$ cat src/hdl/wcp_pkg.sv
// ----------------------------------------------------------------------------
// German word clock phrase - package
// Word codes, payload structs and the phrase descriptor shared by all modules.
// ----------------------------------------------------------------------------
`default_nettype none

package wcp_pkg;

    typedef logic [4:0] word_code_t;

    localparam word_code_t W_ES          = 5'd0;
    localparam word_code_t W_IST         = 5'd1;
    localparam word_code_t W_UHR         = 5'd2;
    localparam word_code_t W_VIERTEL     = 5'd3;
    localparam word_code_t W_NACH        = 5'd4;
    localparam word_code_t W_VOR         = 5'd5;
    localparam word_code_t W_HALB        = 5'd6;
    localparam word_code_t W_DREIVIERTEL = 5'd7;
    localparam word_code_t W_FUENF       = 5'd8;
    localparam word_code_t W_ZEHN        = 5'd9;
    localparam word_code_t W_ZWANZIG     = 5'd10;
    localparam word_code_t W_EIN         = 5'd11;
    localparam word_code_t W_HOUR_BASE   = 5'd11;
    localparam word_code_t W_DOT_BASE    = 5'd23;
    localparam word_code_t W_ERROR       = 5'd28;

    localparam logic [5:0] MINUTE_MAX    = 6'd59;
    localparam logic [4:0] HALF_DAY      = 5'd12;
    localparam logic [4:0] FULL_DAY      = 5'd24;
    // minute / 5 == (minute * 13) >> 6 for every minute from 0 to 59
    localparam logic [3:0] DIV5_MUL      = 4'd13;
    localparam int         DIV5_SHIFT    = 6;

    localparam int PHRASE_MAX = 6;

    typedef struct packed {
        logic [4:0] hour_of_day;
        logic [5:0] minute_of_hour;
    } wcp_in_t;

    typedef struct packed {
        logic [4:0] word_code;
        logic       last_word;
    } wcp_out_t;

    // One classified time: the phrase words, their count and the dot count.
    typedef struct packed {
        word_code_t [PHRASE_MAX-1:0] words;
        logic [2:0]                  plen;
        logic [2:0]                  dots;
    } wcp_desc_t;

    function automatic word_code_t hour_word(input logic [3:0] hour);
        hour_word = W_HOUR_BASE + word_code_t'(hour);
    endfunction

endpackage

`default_nettype wire

$ cat src/hdl/wcp_front.sv
// ----------------------------------------------------------------------------
// German word clock phrase - front end
// Classifies one time of day into a phrase descriptor for the queue.
// ----------------------------------------------------------------------------
`default_nettype none

module wcp_front
    import wcp_pkg::*;
(
    input  wire logic      regional,
    input  wire wcp_in_t   time_in,
    output wcp_desc_t      desc
);

    logic [4:0] hour_mod;
    logic [3:0] cur_hour;
    logic [3:0] next_hour;
    logic [9:0] div_prod;
    logic [3:0] quot;
    logic [5:0] rounded;
    logic [5:0] dot_diff;

    always_comb begin
        if (time_in.hour_of_day >= FULL_DAY) begin
            hour_mod = time_in.hour_of_day - FULL_DAY;
        end else if (time_in.hour_of_day >= HALF_DAY) begin
            hour_mod = time_in.hour_of_day - HALF_DAY;
        end else begin
            hour_mod = time_in.hour_of_day;
        end
        cur_hour  = (hour_mod == 5'd0) ? HALF_DAY[3:0] : hour_mod[3:0];
        next_hour = (cur_hour == HALF_DAY[3:0]) ? 4'd1 : cur_hour + 4'd1;

        div_prod = 10'(time_in.minute_of_hour) * 10'(DIV5_MUL);
        quot     = div_prod[DIV5_SHIFT +: 4];
        rounded  = 6'({quot, 2'b00}) + 6'(quot);
        dot_diff = time_in.minute_of_hour - rounded;

        desc          = '0;
        desc.words[0] = W_ES;
        desc.words[1] = W_IST;
        desc.plen     = 3'd5;
        desc.dots     = dot_diff[2:0];

        unique case (quot)
            4'd0: begin
                desc.words[2] = (cur_hour == 4'd1) ? W_EIN : hour_word(cur_hour);
                desc.words[3] = W_UHR;
                desc.plen     = 3'd4;
            end
            4'd1: begin
                desc.words[2] = W_FUENF;
                desc.words[3] = W_NACH;
                desc.words[4] = hour_word(cur_hour);
            end
            4'd2: begin
                desc.words[2] = W_ZEHN;
                desc.words[3] = W_NACH;
                desc.words[4] = hour_word(cur_hour);
            end
            4'd3: begin
                desc.words[2] = W_VIERTEL;
                if (regional) begin
                    desc.words[3] = hour_word(next_hour);
                    desc.plen     = 3'd4;
                end else begin
                    desc.words[3] = W_NACH;
                    desc.words[4] = hour_word(cur_hour);
                end
            end
            4'd4: begin
                desc.words[2] = W_ZWANZIG;
                desc.words[3] = W_NACH;
                desc.words[4] = hour_word(cur_hour);
            end
            4'd5: begin
                desc.words[2] = W_FUENF;
                desc.words[3] = W_VOR;
                desc.words[4] = W_HALB;
                desc.words[5] = hour_word(next_hour);
                desc.plen     = 3'd6;
            end
            4'd6: begin
                desc.words[2] = W_HALB;
                desc.words[3] = hour_word(next_hour);
                desc.plen     = 3'd4;
            end
            4'd7: begin
                desc.words[2] = W_FUENF;
                desc.words[3] = W_NACH;
                desc.words[4] = W_HALB;
                desc.words[5] = hour_word(next_hour);
                desc.plen     = 3'd6;
            end
            4'd8: begin
                desc.words[2] = W_ZWANZIG;
                desc.words[3] = W_VOR;
                desc.words[4] = hour_word(next_hour);
            end
            4'd9: begin
                if (regional) begin
                    desc.words[2] = W_DREIVIERTEL;
                    desc.words[3] = hour_word(next_hour);
                    desc.plen     = 3'd4;
                end else begin
                    desc.words[2] = W_VIERTEL;
                    desc.words[3] = W_VOR;
                    desc.words[4] = hour_word(next_hour);
                end
            end
            4'd10: begin
                desc.words[2] = W_ZEHN;
                desc.words[3] = W_VOR;
                desc.words[4] = hour_word(next_hour);
            end
            4'd11: begin
                desc.words[2] = W_FUENF;
                desc.words[3] = W_VOR;
                desc.words[4] = hour_word(next_hour);
            end
            default: begin
                desc.words[0] = W_ERROR;
                desc.plen     = 3'd1;
                desc.dots     = 3'd0;
            end
        endcase

        // Out-of-range minutes give a lone error word.
        if (time_in.minute_of_hour > MINUTE_MAX) begin
            desc.words[0] = W_ERROR;
            desc.plen     = 3'd1;
            desc.dots     = 3'd0;
        end
    end

endmodule

`default_nettype wire

$ cat src/hdl/wcp_queue.sv
// ----------------------------------------------------------------------------
// German word clock phrase - descriptor queue
// Two-entry queue between the classifier and the word sequencer.
// ----------------------------------------------------------------------------
`default_nettype none

module wcp_queue
    import wcp_pkg::*;
(
    input  wire logic      aclk,
    input  wire logic      aresetn,
    input  wire logic      push,
    input  wire wcp_desc_t push_desc,
    output logic           full,
    input  wire logic      pop,
    output logic           head_valid,
    output wcp_desc_t      head_desc
);

    wcp_desc_t  entries_reg [2];
    logic       wr_ptr_reg, wr_ptr_next;
    logic       rd_ptr_reg, rd_ptr_next;
    logic [1:0] count_reg, count_next;

    always_comb begin
        full        = (count_reg == 2'd2);
        head_valid  = (count_reg != 2'd0);
        head_desc   = entries_reg[rd_ptr_reg];
        wr_ptr_next = push ? ~wr_ptr_reg : wr_ptr_reg;
        rd_ptr_next = pop ? ~rd_ptr_reg : rd_ptr_reg;
        count_next  = count_reg + 2'(push) - 2'(pop);
    end

    always_ff @(posedge aclk) begin
        if (!aresetn) begin
            wr_ptr_reg <= 1'b0;
            rd_ptr_reg <= 1'b0;
            count_reg  <= 2'd0;
        end else begin
            wr_ptr_reg <= wr_ptr_next;
            rd_ptr_reg <= rd_ptr_next;
            count_reg  <= count_next;
        end
    end

    always_ff @(posedge aclk) begin
        if (push) begin
            entries_reg[wr_ptr_reg] <= push_desc;
        end
    end

endmodule

`default_nettype wire

$ cat src/hdl/wcp_back.sv
// ----------------------------------------------------------------------------
// German word clock phrase - word sequencer
// Walks the head descriptor to the output register, one word per ready cycle.
// ----------------------------------------------------------------------------
`default_nettype none

module wcp_back
    import wcp_pkg::*;
(
    input  wire logic      aclk,
    input  wire logic      aresetn,
    input  wire logic      head_valid,
    input  wire wcp_desc_t head_desc,
    output logic           pop,
    output logic           m_valid,
    input  wire logic      m_ready,
    output wcp_out_t       m_data
);

    logic [3:0] idx_reg, idx_next;
    logic       m_valid_reg, m_valid_next;
    wcp_out_t   m_data_reg, m_data_next;
    logic       load;
    logic [3:0] total;
    logic [3:0] dot_num;
    logic       is_last;
    word_code_t cur_word;

    always_comb begin
        load    = !m_valid_reg || m_ready;
        total   = 4'(head_desc.plen) + 4'(head_desc.dots);
        is_last = (idx_reg == total - 4'd1);
        dot_num = idx_reg - 4'(head_desc.plen) + 4'd1;
        if (idx_reg < 4'(head_desc.plen)) begin
            cur_word = head_desc.words[idx_reg[2:0]];
        end else begin
            cur_word = W_DOT_BASE + word_code_t'(dot_num);
        end

        pop          = 1'b0;
        idx_next     = idx_reg;
        m_valid_next = m_valid_reg;
        m_data_next  = m_data_reg;
        if (load) begin
            m_valid_next = head_valid;
            if (head_valid) begin
                m_data_next.word_code = cur_word;
                m_data_next.last_word = is_last;
                pop                   = is_last;
                idx_next              = is_last ? 4'd0 : idx_reg + 4'd1;
            end
        end
        m_valid = m_valid_reg;
        m_data  = m_data_reg;
    end

    always_ff @(posedge aclk) begin
        if (!aresetn) begin
            idx_reg     <= 4'd0;
            m_valid_reg <= 1'b0;
        end else begin
            idx_reg     <= idx_next;
            m_valid_reg <= m_valid_next;
        end
    end

    always_ff @(posedge aclk) begin
        m_data_reg <= m_data_next;
    end

endmodule

`default_nettype wire

$ cat src/hdl/german_word_clock_phrase.sv
// ----------------------------------------------------------------------------
// German word clock phrase - top level
// Turns a time of day into the word-clock phrase, one word code per word.
// ----------------------------------------------------------------------------
// Usage:
// A time arrives on the s_ channel as hours and minutes. The block answers on
// the m_ channel with one word per cycle while m_ready is high: "es", "ist",
// the five-minute phrase and up to four minute dots, with last_word set on
// the final word. A minute above 59 yields a single error word instead.
// The first word is registered in the output register after the descriptor has been queued.
// Throughput: one word per cycle while m_ready is high; a time has four to
// ten words (one for an error); the word sequencer's single output register
// sets that rate.
// The classifier feeds a two-entry descriptor queue, so new times are taken
// while the sequencer is still emitting an earlier phrase.
// When the receiver stalls, the current word holds in the output register and
// the queue fills; s_ready falls once both entries are taken.
// Reset empties the queue and the output register and sets the regional
// phrasing register back to the standard forms.
// cfg_wr_en writes cfg_wr_data into the regional phrasing register at once;
// write it only while the block is idle.
// ----------------------------------------------------------------------------
`default_nettype none

module german_word_clock_phrase
    import wcp_pkg::*;
(
    input  wire logic    aclk,
    input  wire logic    aresetn,
    input  wire logic    cfg_wr_en,
    input  wire logic    cfg_wr_data,
    input  wire logic    s_valid,
    output logic         s_ready,
    input  wire wcp_in_t s_data,
    output logic         m_valid,
    input  wire logic    m_ready,
    output wcp_out_t     m_data
);

    // Regional phrasing: viertel / dreiviertel followed by the next hour.
    logic      regional_reg, regional_next;
    wcp_desc_t front_desc;
    wcp_desc_t head_desc;
    logic      q_full;
    logic      q_push;
    logic      q_pop;
    logic      head_valid;

    always_comb begin
        regional_next = cfg_wr_en ? cfg_wr_data : regional_reg;
        s_ready       = !q_full;
        q_push        = s_valid && !q_full;
    end

    always_ff @(posedge aclk) begin
        if (!aresetn) begin
            regional_reg <= 1'b0;
        end else begin
            regional_reg <= regional_next;
        end
    end

    // Front: classify the time into a phrase descriptor.
    wcp_front u_front (
        .regional (regional_reg),
        .time_in  (s_data),
        .desc     (front_desc)
    );

    // Queue decouples classification from word emission.
    wcp_queue u_queue (
        .aclk       (aclk),
        .aresetn    (aresetn),
        .push       (q_push),
        .push_desc  (front_desc),
        .full       (q_full),
        .pop        (q_pop),
        .head_valid (head_valid),
        .head_desc  (head_desc)
    );

    // Back: emit the phrase one word per cycle while the receiver is ready.
    wcp_back u_back (
        .aclk       (aclk),
        .aresetn    (aresetn),
        .head_valid (head_valid),
        .head_desc  (head_desc),
        .pop        (q_pop),
        .m_valid    (m_valid),
        .m_ready    (m_ready),
        .m_data     (m_data)
    );

endmodule

`default_nettype wire

$ cat config.mk
export PLATFORM = sky130hd
export DESIGN_NAME = german_word_clock_phrase
export DESIGN_NICKNAME = d
export VERILOG_FILES = /design/src/hdl/wcp_pkg.sv /design/src/hdl/wcp_front.sv /design/src/hdl/wcp_queue.sv /design/src/hdl/wcp_back.sv /design/src/hdl/german_word_clock_phrase.sv
export SDC_FILE = /design/constraint.sdc
export NUM_CORES = 1
export LEC_CHECK = 0
export ABC_AREA = 1
export BUFFER_PORTS_ARGS = -buffer_cell sky130_fd_sc_hd__buf_2
export CAP_MARGIN = 20
export CORE_ASPECT_RATIO = 1.1
export CORE_MARGIN = 10
export CORE_UTILIZATION = 68
export CTS_CLUSTER_SIZE = 20
export DETAILED_ROUTE_END_ITERATION = 12
export PLACE_DENSITY = 0.87
export SLEW_MARGIN = 10
export SYNTH_ARGS = -nofsm -noshare
export SYNTH_HDL_FRONTEND = slang
export SYNTH_HIERARCHICAL = 1
export SYNTH_SLANG_ARGS = --single-unit
$ cat constraint.sdc
create_clock -name aclk -period 6.3 [get_ports aclk]
set_input_delay 0.63 -clock aclk [delete_from_list [all_inputs] [get_ports aclk]]
set_output_delay 0.63 -clock aclk [all_outputs]
set_load 0.02 [all_outputs]
# Yosys cells after proc, flatten, opt, wreduce, memory -nomap -nowiden
# Memories as Yosys holds them, arrays and structs flattened. A register that Yosys moved wholly into a read port is not among the register bits.
# Index checks and enable logic that the tools add are counted.
dict set report totals {
  inputBits 17
  mem_count 1
  mem_bits_rw 62
  reg_bits 16
  output_inout_bits 8
}
dict set report classes {
  eq_ne 15
  muxes 27
  bitwise_logic 2
  n_addsub 15
  mul 1
  n_reduce_logical 17
  order_cmp 5
}
# memory words word_bits read_ports rd_ports_with_merged_regs wr line_no
set memory_table {}
lappend memory_table {u_queue.entries_reg 2 31 1 1 1 wcp_queue.sv:20} ;# wcp_desc_t entries_reg [2];
# operator n
set op_table {}
lappend op_table {{$pmux W10 S10} 1}
lappend op_table {{$mux W5} 10}
lappend op_table {{$pmux W5 S5} 1}
lappend op_table {{$eq A4 B4 Y1 const B} 5}
lappend op_table {{$eq A4 B3 Y1 const B} 4}
lappend op_table {{$bmux W5 S3} 1}
lappend op_table {{$add A4 B1 Y4 const B} 3}
lappend op_table {{$mux W4} 3}
lappend op_table {{$pmux W3 S4} 1}
lappend op_table {{$reduce_or A12 Y1} 1}
lappend op_table {{$mux W11} 1}
lappend op_table {{$add A4 B4 Y5 const A} 2}
lappend op_table {{$mul A6 B4 Y10 const B} 1}
lappend op_table {{$mux W10} 1}
lappend op_table {{$reduce_or A2 Y1} 5}
lappend op_table {{$eq A4 B1 Y1 const B} 2}
lappend op_table {{$eq A4 B2 Y1 const B} 2}
lappend op_table {{$mux W1} 7}
lappend op_table {{$gt A6 B6 Y1 const B} 1}
lappend op_table {{$reduce_or A3 Y1} 2}
lappend op_table {{$reduce_or A6 Y1} 1}
lappend op_table {{$add A5 B4 Y5 const A} 1}
lappend op_table {{$ge A5 B4 Y1 const B} 1}
lappend op_table {{$ge A5 B5 Y1 const B} 1}
lappend op_table {{22 further kinds} 24}

# Depth between registers and ports, before layout
dict set report logic_depth {
  word_depth 10
  ltp_mapped 23
  mapped_depth_nobuf 22
}

# Cells and area by module
# The synthesis kept the hierarchy.
# module cells_per_inst instances area_each_um2
set modules_own_cells {}
lappend modules_own_cells {wcp_queue 145 1 2976.6}
lappend modules_own_cells {wcp_front 296 1 1684.1}
lappend modules_own_cells {wcp_back 171 1 1207.4}
lappend modules_own_cells {german_word_clock_phrase 9 1 52.6}

# Least setup slack after synthesis
# No wires, ideal clock.
dict set report synth_timing {
  path_type {input to register}
  startpoint {in s_data[1] in the netlist's numbering}
  endpoint {mem u_queue/entries_reg[0][2] in the netlist's numbering (data pin)}
  t_required_ps 6033
  arrival_time_ps 3160
  stages 16
  setup_slack_ps 2873
  setup_time_ps 267
  cell_sequence {ha_1 > inv_1 > fa_1 > inv_1 > ha_1 > nand2_1 > inv_1 > nand2_1 > nand3b_1 > nand2_4 > inv_4 > ha_1 > fa_1 > xnor2_1 > o21bai_1 > a21oi_1}
}
# element line_no
set synth_lines {}
lappend synth_lines {{from (decl)} german_word_clock_phrase.sv:34} ;# input wire wcp_in_t s_data,
lappend synth_lines {{to (decl)} wcp_queue.sv:20}

==> flow_metrics.tcl <==
set metrics [dict create \
    peakVddDrop_mv 0.174 \
    cap_viol_max_count 0 \
    finalCriticalPeriod_ns 3.56 \
    die_area_um2 12800 \
    drive_gt1_share_pct 20.2 \
    power_leakage_uw 0.00296 \
    syn_to_final_growth_pct 6.28 \
    crit_path_end_kind "flop" \
    cts_buffers 9 \
    hold_violations 0 \
    insertion_delay_ns 0.35 \
    hold_buffers 0 \
    grt_pass1_vias 4162 \
    die_w_um 109 \
    post-place-cells 746 \
    synth_common_cells "nand2_1, inv_1, edfxtp_1, nor2_1, ha_1" \
    start_util_pct 70.1 \
    dpl.hpwl_mm 7.79 \
    drt_first_iter_violations 228 \
    clk_pin_slew_ns 0.09 \
    async_flop_share_pct 0 \
    ys.flop_type "edfxtp_1" \
    grt_antenna_before_repair 0 \
    yosys.area.top_type_share_pct 39.6 \
    clockRootBuffer "clkbuf_8" \
    synth_seq_cells 89 \
    hold_class "flop to flop" \
    synth_most_common_cell "nand2_1" \
    crit_type "flop to flop" \
    fill_cells 561 \
    clock_skew_ns 0.00938 \
    yosysWarnings 6 \
    htree_levels 3 \
    clkPwrFrac_pct 18.3 \
    avgSynthCellArea_um2 9.53 \
    ant_nets 0 \
    routed_wl_mm 11.0 \
    grt_setup_unrepaired "false" \
    ys_types 43 \
    die_h_um 118 \
    io_pins 25 \
    gp_congestion 0.877 \
    critical_path_arrival_ns 3.81 \
    setup_violations 0 \
    cts_buffer_depth 2 \
    diodes 0 \
    yosysTopAreaCell "edfxtp_1" \
    rows 35 \
    p_sw_uw 970 \
    synthTopCellsByArea "edfxtp_1, ha_1, nand2_1" \
    maxSlewViolCount 0 \
    power.internal_uw 1570 \
    yosysSeqAreaShare_pct 43.3 \
    fin_tns_setup_ns 0 \
    netlist_area_um2 5920 \
    vias_per_cell 5.47 \
    grt_pass1_wl_mm 18.6 \
    p_sw_share_pct 38.2 \
    final_cells 763 \
    tightest_slew_ns 0.963 \
    portBuffers 24 \
    netlist_instances 621 \
    synth_edf_count 78 \
    fin_util_pct 74.4 \
    grt-ovfl-total 0 \
    drc_errors 0 \
    p_seq_share_pct 36.6 \
    wl_per_cell_um 14.5 \
    grt_max_degree 37 \
    num_vias 4172 \
    clock.fmax_ghz 0.281 \
    nets 712 \
    dr.pass1.iters 5 \
    required_ns 6.55 \
    largest_reg_flops 72 \
    outcome "complete, no violations" \
    cts_setup_buffers 0 \
    powerDensity_nw_per_um2 403 \
    ctsResizeCount 0 \
    cts_tree "yes" \
    period_share_pct 56.4 \
    reg2reg_depth 19 \
    whs_ns 0.497 \
    combPwrFrac_pct 45.1 \
    coreArea_um2 8450 \
    path_max_fanout 26 \
    grt_usage_pct 17.6 \
    start_kind "flop" \
    relSlewSlack_pct 35.7 \
    cts_sinks 89 \
    min_delay_path_depth 2 \
]
==> critical path, stage by stage, from the launching register on <==
cell	delay (ns)
dfxtp_2	0.55
buf_12	0.27
mux2_2	0.38
inv_1	0.09
ha_1	0.18
inv_1	0.06
ha_1	0.17
inv_1	0.07
fa_1	0.43
xor2_1	0.20
nand4_1	0.16
inv_1	0.13
ha_1	0.24
inv_1	0.07
ha_1	0.17
inv_1	0.04
nand2_1	0.08
nand3_1	0.07
nand2_1	0.06
nor2_1	0.04
==> per-stage QoR <==
step                total power (uW)  instance area [um2]  setup slack, ns
floorplan                       1840                 5940             2.87
global placement                1980                 6030             2.54
detailed placement              2040                 6030             2.39
CTS                             2520                 6270             2.35
global route                    2710                 6290             2.55
finish                          2540                 6290             2.74
==> power groups by stage <==
stage / clock network [uW] / logic [uW] / registers, uW
5_1_grt: 499 / 1270 / 944
6_report: 465 / 1140 / 930
2_1_floorplan: 0 / 905 / 931
4_1_cts: 468 / 1100 / 949
3_5_place_dp: 0 / 1080 / 959
3_3_place_gp: 0 / 1030 / 952
==> final cells by class <==
| cell class | instances | area [um2] | area share [%] |
|---|---|---|---|
| Clock buffer | 10 | 128 | 2.03 |
| Clock inverter | 6 | 115 | 1.83 |
| Inverter | 98 | 378 | 6.01 |
| Multi-Input combinational cell | 422 | 2810 | 44.7 |
| Sequential cell | 89 | 2560 | 40.7 |
| Tap cell | 111 | 139 | 2.21 |
| Timing Repair Buffer | 27 | 155 | 2.47 |
==> placed cells by master (no fill, tap or decap), drive strengths merged <==
| cell | count |
|---|---|
| mux2 | 36 |
| xnor2 | 3 |
| nor2 | 77 |
| clkinv | 1 |
| or2 | 1 |
| nand2 | 145 |
| o21ai | 21 |
| a21oi | 17 |
| buf | 27 |
| nand4 | 5 |
| a31oi | 2 |
| and2 | 1 |
| fa | 5 |
| a21boi | 2 |
| nand3b | 4 |
| nand3 | 39 |
| inv | 99 |
| o21bai | 2 |
| clkbuf | 10 |
| edfxtp | 78 |
| mux2i | 1 |
| conb | 7 |
| ha | 43 |
| dfxtp | 11 |
| clkinvlp | 1 |
| bufinv | 3 |
| nor3 | 5 |
| xor2 | 6 |
==> logic make-up (layout without fill, tap and decap cells) <==
| family | after synthesis | in the layout | synth area share (%) |
|---|---|---|---|
| and+or+nand+nor | 277 | 277 | 21.3 |
| buffers and inverters | 115 | 141 | 9.55 |
| DFF | 89 | 89 | 43.3 |
| adders and majority gates | 48 | 48 | 10.8 |
| AOI/OAI and AO/OA | 44 | 44 | 4.69 |
| muxes | 37 | 37 | 8.92 |
| xor gates and xnor gates | 9 | 9 | 1.33 |
| other | 2 | 7 | 0.127 |
==> metal layers <==
layer | GRT usage [%] | share of wire, % | vias to the layer above
li1 | - | - | 2061
met1 | 20.3 | 40 | 1950
met2 | 31.0 | 52 | 127
met3 | 1.70 | 4.5 | 34
met4 | 9.16 | 3.5 | 0
met5 | 0 | 0 | -
==> final timing paths <==
kind,startpoint,to,slack (ns)
worst max register to register,flop,u_queue/count_reg[1],2.74
worst max-delay path,flop,u_queue/count_reg[1],2.74
worst min-delay path,u_back/m_valid,u_back/m_valid,0.50
worst min register to register,u_back/m_valid,u_back/m_valid,0.50
Note: power is estimated with default switching activity, not from simulation.
